==> src/hdl/jcmd_pkg.sv <==
// Shared types and constants of the mismatch distance block.
// No dependencies.
package jcmd_pkg;

    localparam int FRAC_BITS  = 28;
    localparam int STEP_W     = 5;
    localparam int MANT_W     = 31;
    localparam int MUL_W      = 32;
    localparam int PROD_W     = 2 * MUL_W;
    localparam int KJC_W      = 30;
    localparam int ACC_W      = 67;
    localparam int ROUND_BIT  = 33;
    localparam int Q_LSB      = 34;
    localparam int WORD_W     = 32;

    // round(0.75 * ln 2 * 2^30)
    localparam logic [KJC_W-1:0] K_JC = 30'd558195838;
    localparam logic [ACC_W-1:0] ROUND_ADD = ACC_W'(1) << ROUND_BIT;

    typedef enum logic [3:0] {
        ST_IDLE,
        ST_CHECK,
        ST_NORM,
        ST_SQUARE,
        ST_DIFF,
        ST_MUL_LO,
        ST_MUL_HI,
        ST_ACC,
        ST_ROUND,
        ST_DONE
    } jcmd_state_t;

    typedef struct packed {
        logic busy;
        logic done;
        logic saturated;
        logic invalid;
    } jcmd_stat_t;

endpackage

==> src/hdl/jcmd_core.sv <==
// Distance sequencer: one-bit normalising shifter and shared 32x32 multiplier
// computing log2 of 3n and 3n-4c, their difference and the scaled distance.
// Depends on jcmd_pkg.
module jcmd_core #(
    parameter int COUNT_WIDTH = 32
) (
    input  logic                    clk,
    input  logic                    rst_n,
    input  logic                    start,
    input  logic [COUNT_WIDTH-1:0]  count_in,
    input  logic [COUNT_WIDTH-1:0]  length_in,
    input  logic                    take,
    output jcmd_pkg::jcmd_stat_t    stat,
    output logic [31:0]             distance,
    output logic [31:0]             count_out,
    output logic [31:0]             length_out
);
    import jcmd_pkg::*;

    localparam int VW   = COUNT_WIDTH + 2;
    localparam int NW   = (VW > MANT_W) ? VW : MANT_W;
    localparam int EW   = $clog2(NW);
    localparam int LW   = EW + FRAC_BITS;
    localparam int HALF = (LW + 1) / 2;
    localparam int DW   = 2 * HALF;
    localparam int QW   = ACC_W - Q_LSB;

    jcmd_state_t state_reg, state_next;

    logic [COUNT_WIDTH-1:0] cnt_c_reg, cnt_n_reg;
    logic [NW-1:0]          norm_reg;
    logic [EW-1:0]          exp_reg;
    logic [MANT_W-1:0]      mant_reg;
    logic [FRAC_BITS-1:0]   frac_reg;
    logic [STEP_W-1:0]      step_reg;
    logic                   second_reg;
    logic [LW-1:0]          ld_reg, lm_reg;
    logic [DW-1:0]          diff_reg;
    logic [PROD_W-1:0]      prod_reg;
    logic [ACC_W-1:0]       acc_reg;
    logic [31:0]            dist_reg;
    logic                   sat_reg, inval_reg;

    logic [VW-1:0]          d3, c4, m_val;
    logic [MUL_W-1:0]       mul_a, mul_b;
    logic [PROD_W-1:0]      mul_p;
    logic [MUL_W-1:0]       sq_sh;
    logic                   sq_bit;
    logic [MANT_W-1:0]      mant_new;
    logic [FRAC_BITS-1:0]   frac_new;
    logic [LW-1:0]          log_new;
    logic                   last_step;
    logic [QW-1:0]          q;

    assign d3 = {1'b0, cnt_n_reg, 1'b0} + {2'b00, cnt_n_reg};
    assign c4 = {cnt_c_reg, 2'b00};
    assign m_val = d3 - c4;

    always_comb
    begin
        case (state_reg)
            ST_SQUARE:
            begin
                mul_a = {1'b0, mant_reg};
                mul_b = {1'b0, mant_reg};
            end
            ST_MUL_LO:
            begin
                mul_a = MUL_W'(diff_reg[HALF-1:0]);
                mul_b = MUL_W'(K_JC);
            end
            ST_MUL_HI:
            begin
                mul_a = MUL_W'(diff_reg[DW-1:HALF]);
                mul_b = MUL_W'(K_JC);
            end
            default:
            begin
                mul_a = '0;
                mul_b = '0;
            end
        endcase
    end

    assign mul_p     = mul_a * mul_b;
    assign sq_sh     = mul_p[MANT_W+MANT_W-1:MANT_W-1];
    assign sq_bit    = sq_sh[MUL_W-1];
    assign mant_new  = sq_bit ? sq_sh[MUL_W-1:1] : sq_sh[MANT_W-1:0];
    assign frac_new  = {frac_reg[FRAC_BITS-2:0], sq_bit};
    assign log_new   = {exp_reg, frac_new};
    assign last_step = (step_reg == STEP_W'(FRAC_BITS - 1));
    assign q         = acc_reg[ACC_W-1:Q_LSB];

    // next state
    always_comb
    begin
        state_next = state_reg;
        unique case (state_reg)
            ST_IDLE:   if (start) state_next = ST_CHECK;
            ST_CHECK:
            begin
                if ((c4 >= d3) || (cnt_c_reg == '0))
                    state_next = ST_DONE;
                else
                    state_next = ST_NORM;
            end
            ST_NORM:   if (norm_reg[NW-1]) state_next = ST_SQUARE;
            ST_SQUARE:
            begin
                if (last_step)
                    state_next = second_reg ? ST_DIFF : ST_NORM;
            end
            ST_DIFF:   state_next = ST_MUL_LO;
            ST_MUL_LO: state_next = ST_MUL_HI;
            ST_MUL_HI: state_next = ST_ACC;
            ST_ACC:    state_next = ST_ROUND;
            ST_ROUND:  state_next = ST_DONE;
            ST_DONE:   if (take) state_next = ST_IDLE;
            default:   state_next = ST_IDLE;
        endcase
    end

    // outputs
    always_comb
    begin
        stat.busy      = (state_reg != ST_IDLE);
        stat.done      = (state_reg == ST_DONE);
        stat.saturated = sat_reg;
        stat.invalid   = inval_reg;
    end

    assign distance   = dist_reg;
    assign count_out  = WORD_W'(cnt_c_reg);
    assign length_out = WORD_W'(cnt_n_reg);

    always_ff @(posedge clk or negedge rst_n)
    begin
        if (!rst_n)
        begin
            state_reg  <= ST_IDLE;
            step_reg   <= '0;
            second_reg <= 1'b0;
        end
        else
        begin
            state_reg <= state_next;
            if (state_reg == ST_CHECK)
            begin
                step_reg   <= '0;
                second_reg <= 1'b0;
            end
            else if (state_reg == ST_SQUARE)
            begin
                if (last_step)
                begin
                    step_reg   <= '0;
                    second_reg <= 1'b1;
                end
                else
                begin
                    step_reg <= step_reg + STEP_W'(1);
                end
            end
        end
    end

    always_ff @(posedge clk)
    begin
        case (state_reg)
            ST_IDLE:
            begin
                if (start)
                begin
                    cnt_c_reg <= count_in;
                    cnt_n_reg <= length_in;
                end
            end
            ST_CHECK:
            begin
                norm_reg  <= NW'(d3);
                exp_reg   <= EW'(NW - 1);
                inval_reg <= (c4 >= d3);
                sat_reg   <= 1'b0;
                dist_reg  <= '0;
            end
            ST_NORM:
            begin
                if (norm_reg[NW-1])
                begin
                    mant_reg <= norm_reg[NW-1 -: MANT_W];
                end
                else
                begin
                    norm_reg <= {norm_reg[NW-2:0], 1'b0};
                    exp_reg  <= exp_reg - EW'(1);
                end
            end
            ST_SQUARE:
            begin
                mant_reg <= mant_new;
                frac_reg <= frac_new;
                if (last_step)
                begin
                    if (second_reg)
                    begin
                        lm_reg <= log_new;
                    end
                    else
                    begin
                        ld_reg   <= log_new;
                        norm_reg <= NW'(m_val);
                        exp_reg  <= EW'(NW - 1);
                    end
                end
            end
            ST_DIFF:
            begin
                diff_reg <= (ld_reg > lm_reg) ? DW'(ld_reg - lm_reg) : '0;
            end
            ST_MUL_LO:
            begin
                prod_reg <= mul_p;
            end
            ST_MUL_HI:
            begin
                acc_reg  <= ACC_W'(prod_reg) + ROUND_ADD;
                prod_reg <= mul_p;
            end
            ST_ACC:
            begin
                acc_reg <= acc_reg + (ACC_W'(prod_reg) << HALF);
            end
            ST_ROUND:
            begin
                sat_reg  <= |q[QW-1:WORD_W];
                dist_reg <= (|q[QW-1:WORD_W]) ? '1 : q[WORD_W-1:0];
            end
            default:
            begin
            end
        endcase
    end

endmodule

==> src/hdl/jukes_cantor_mismatch_distance.sv <==
// Pair counters, result register and distance sequencer; depends on jcmd_pkg, jcmd_core.
// One pair per cycle within a sequence. After the last pair the input stalls for
// the sequencer's run (and longer while the output register is held): one-bit
// normalising shifts plus one multiplier pass per fraction bit, for two logarithms.
// The result then waits in an output register; counting of the next sequence may
// go on. Reset clears the counters, the sequencer and the result valid flag.
module jukes_cantor_mismatch_distance #(
    parameter int COUNT_WIDTH = 32
) (
    input  logic        clk,
    input  logic        rst_n,
    input  logic        item_valid,
    output logic        item_stall,
    input  logic [7:0]  base_a,
    input  logic [7:0]  base_b,
    input  logic        last,
    output logic        result_valid,
    input  logic        result_stall,
    output logic [31:0] mismatch_count,
    output logic [31:0] sequence_length,
    output logic [31:0] distance,
    output logic        saturated,
    output logic        invalid
);
    import jcmd_pkg::*;

    localparam logic [COUNT_WIDTH-1:0] CNT_MAX = '1;

    logic [COUNT_WIDTH-1:0] len_cnt_reg, mis_cnt_reg;
    logic [COUNT_WIDTH-1:0] len_fin, mis_fin;
    logic                   accept, start, take, load;
    jcmd_stat_t             stat;
    logic [31:0]            core_dist, core_count, core_length;

    logic        result_valid_reg;
    logic [31:0] mis_out_reg, len_out_reg, dist_out_reg;
    logic        sat_out_reg, inval_out_reg;

    assign accept  = item_valid && !item_stall;
    assign start   = accept && last;
    assign len_fin = (len_cnt_reg == CNT_MAX) ? len_cnt_reg : len_cnt_reg + COUNT_WIDTH'(1);
    assign mis_fin = ((base_a != base_b) && (mis_cnt_reg != CNT_MAX)) ?
                     mis_cnt_reg + COUNT_WIDTH'(1) : mis_cnt_reg;

    always_ff @(posedge clk or negedge rst_n)
    begin
        if (!rst_n)
        begin
            len_cnt_reg <= '0;
            mis_cnt_reg <= '0;
        end
        else if (accept)
        begin
            len_cnt_reg <= last ? '0 : len_fin;
            mis_cnt_reg <= last ? '0 : mis_fin;
        end
    end

    jcmd_core #(
        .COUNT_WIDTH (COUNT_WIDTH)
    ) u_core (
        .clk        (clk),
        .rst_n      (rst_n),
        .start      (start),
        .count_in   (mis_fin),
        .length_in  (len_fin),
        .take       (take),
        .stat       (stat),
        .distance   (core_dist),
        .count_out  (core_count),
        .length_out (core_length)
    );

    assign item_stall = stat.busy;
    assign take       = !result_valid_reg || !result_stall;
    assign load       = stat.done && take;

    always_ff @(posedge clk or negedge rst_n)
    begin
        if (!rst_n)
            result_valid_reg <= 1'b0;
        else if (take)
            result_valid_reg <= stat.done;
    end

    always_ff @(posedge clk)
    begin
        if (load)
        begin
            mis_out_reg   <= core_count;
            len_out_reg   <= core_length;
            dist_out_reg  <= core_dist;
            sat_out_reg   <= stat.saturated;
            inval_out_reg <= stat.invalid;
        end
    end

    assign result_valid    = result_valid_reg;
    assign mismatch_count  = mis_out_reg;
    assign sequence_length = len_out_reg;
    assign distance        = dist_out_reg;
    assign saturated       = sat_out_reg;
    assign invalid         = inval_out_reg;

endmodule

==> config.mk <==
export PLATFORM = sky130hd
export DESIGN_NAME = jukes_cantor_mismatch_distance
export DESIGN_NICKNAME = d
export VERILOG_FILES = /design/src/hdl/jcmd_pkg.sv /design/src/hdl/jcmd_core.sv /design/src/hdl/jukes_cantor_mismatch_distance.sv
export SDC_FILE = /design/constraint.sdc
export NUM_CORES = 2
export LEC_CHECK = 0
export BUFFER_PORTS_ARGS = -buffer_cell sky130_fd_sc_hd__buf_4
export CAP_MARGIN = 20
export CORE_AREA = 2 2 449 317
export CTS_CLUSTER_SIZE = 8
export DETAILED_ROUTE_END_ITERATION = 8
export DIE_AREA = 0 0 451 319
export GPL_TIMING_DRIVEN = 1
export PLACE_DENSITY = 0.64
export SYNTH_ARGS = -nofsm -noshare
export SYNTH_HDL_FRONTEND = slang
export SYNTH_SLANG_ARGS = --single-unit
==> constraint.sdc <==
create_clock -name clk -period 14.3 [get_ports clk]
set_input_delay 2.86 -clock clk [delete_from_list [all_inputs] [get_ports clk]]
set_output_delay 2.86 -clock clk [all_outputs]
set_load 0.1 [all_outputs]
==> run metrics <==
H-tree depth=3; synthesized cell area=61100 sq um; syn_area_per_cell=9.82 sq um; GRT Resource Usage Total=0.276; chip width=451 um; critical-path maximum fanout=80; detailed-route wire length per cell=24.2 um; post-route minimum period=12.07 ns; final instance area=66700 sq um; Period Utilization, post-route=0.844; Setup TNS=0 ns; max-slew violation count=0; post-layout power=7.83 mW; Layout area overhead=9.17%; most common cell after layout, fill and taps aside=inv_1; register area share after synthesis=0.281; clk_skew=0.0534 ns; met1 GRT Util=0.411; worst hold path startpoint=u_core.distance[11]; number of distinct library cells after synthesis=101; Setup WS pre-CTS=2.69 ns; Detail Placement HPWL=156 mm; Min-Delay Path Class=register to register; Initial DRC Count=5787; worst vdd ir=0.0978 mV; Slew @ Worst Pin=1.21 ns; cts bufs inserted=83; final worst slack=2.23 ns; CP most frequent cell=fa_1; post-synthesis register bit count=583; outcome=completed; worst path arrival time=12.50 ns; Pre-antenna DRT Iters=7; slowest CP cell=inv_1; ys flop type=edfxtp_1; Max Freq=82.9 MHz; Clock Path Buffers=3; count of cells resized by post-cts repair=0; Syn Inst Count=6218; Detailed Route WL=198 mm; layout cell share with drive strength beyond 1=0.0637; syn_nets=7481; CP required=14.73 ns; Vias=46600; Die Span Y=319 um; num rows=115; RD Place Congestion=1.03; number of remaining DRC errors=0; Slew HR=0.192; number of global-route vias before repair=46300; most used routing layer=met1; RSZ-0062 raised after global routing=no; largest net degree at the start of global routing=92; Core Region=140000 sq um; critical path startpoint=u_core.state_reg[3]; met2 Usage GRT=0.370; Async SR Flop Fraction=0.129; Ports=121; commonest non-fill, non-tap cells in the layout=1064 x inv_1, 831 x fa_1, 745 x nand2_1; GR Util met3=0.103; clk sinks=583; final core utilization=0.477; R2R Path Start=u_core.state_reg[3]; clk_lat worst skew=0.69 ns; max-cap violations=0; Finished Layout Cells=8185; Hold Fails Final Rpt=0; hold_buf cts=0; vias per cell=5.69; fillers=13100; first-pass GRT wire length=297 mm; multi-input logic area=39000 sq um; Root Driver=clkbuf_16; hold_ws=0.380 ns; delay of the slowest critical-path stage=0.98 ns; number of flops mapped to enable cells by yosys=508; clock-pin transition on the worst setup and hold timing paths=0.06 ns; critical path type=register to register; Leakage=30.9 nW; initial antenna violation count=6; Final setup viols=0; Post-CTS Setup Bufs=0; ANT nets after route=0; total power per unit cell area=117 nW/um^2; YS warnings=0; Setup crit start kind=register; Final nets=7520; grt total ovfl=0; CTS tree=yes; crit end category=register; placed cell count=8042; Starting Density=0.437; Die ar.=144000 sq um; max reg flops=62; storage element area=17100 sq um; port bufs=120; DP Area=64100 sq um
## cell usage after synthesis, drive strengths merged (6+ instances only)
cell	n	area (sq um)
a22o	28	245
o2111ai	6	58.8
and3	126	788
nor4	20	146
a221o	27	270
a211oi	20	188
a221oi	17	161
inv	1067	4010
clkinv	10	37.5
dfrtp	75	1880
or3	11	73.8
a31o	7	61.3
o21ai	220	1110
a31oi	33	213
buf	47	238
fa	831	16600
and2	53	337
nand2	748	2820
edfxtp	508	15300
xor2	110	963
a21oi	229	1160
nand4	69	438
a41oi	8	85.1
nor2	532	2000
o21bai	38	285
and4	15	131
nand3	80	418
o211ai	39	303
a21o	115	863
nor3	58	310
nand2b	28	175
o21a	59	443
ha	411	5140
xnor2	172	1510
a211o	6	52.6
or2	9	56.3
nor3b	9	72.6
mux2i	11	110
o22ai	10	62.6
o221ai	6	52.6
a22oi	18	135
o31ai	27	213
a21boi	18	139
nor2b	16	100
clkbuf	216	813
## cell type report
class / instances / share of cell area
multi-input cells: 4295 / 0.585
well taps: 1872 / 0.0351
flip-flops and latches: 583 / 0.257
inverters: 1077 / 0.0607
repair buffers: 217 / 0.0253
diodes: 4 / 0.000150
clock buffers: 128 / 0.0338
clock inverters: 9 / 0.00293
## critical path, delay by kind of cell (launching register included)
family / cells / cell delay (ns)
DFF: 1 / 0.53
AOI/OAI and AO/OA: 3 / 0.99
adders and majority gates: 9 / 4.46
buffers and inverters: 8 / 2.46
and+or+nand+nor: 10 / 3.31
## final timing paths
| kind | to | depth (start not counted) | slack, ns |
|---|---|---|---|
| max | u_core.mant_reg[30] | 30 | 2.23 |
| min | distance[11] | 0 | 0.38 |
| max reg2reg | u_core.mant_reg[30] | 30 | 2.23 |
| min reg2reg | distance[11] | 0 | 0.38 |
| max in group asynchronous | mis_cnt_reg[14] | 2 | 11.08 |
| min in group asynchronous | len_cnt_reg[20] | 1 | 2.04 |
## power breakdown
part	switching [mW]	total, mW	internal (mW)	leakage (nW)
clock network	0.778	1.88	1.10	1.16
registers	0.202	2.47	2.27	5.70
logic	2.48	3.48	0.993	24.1
## logic make-up (layout without fill, tap and decap cells)
logic type | after synthesis | count (layout) | synth area share
and+or+nand+nor | 1788 | 1788 | 0.131
buffers and inverters | 1340 | 1431 | 0.0834
adders and majority gates | 1242 | 1242 | 0.357
AOI/OAI and AO/OA | 970 | 970 | 0.106
DFF | 583 | 583 | 0.281
xor gates and xnor gates | 282 | 282 | 0.0404
muxes | 13 | 13 | 0.00217
other | 0 | 4 | 0
## routing by layer
layer	vias to the layer above	part of all wire
li1	20400	-
met5	-	0.000071
met3	427	0.14
met2	2563	0.39
met1	23200	0.44
met4	2	0.031
Power figures use the tool's default switching activity.
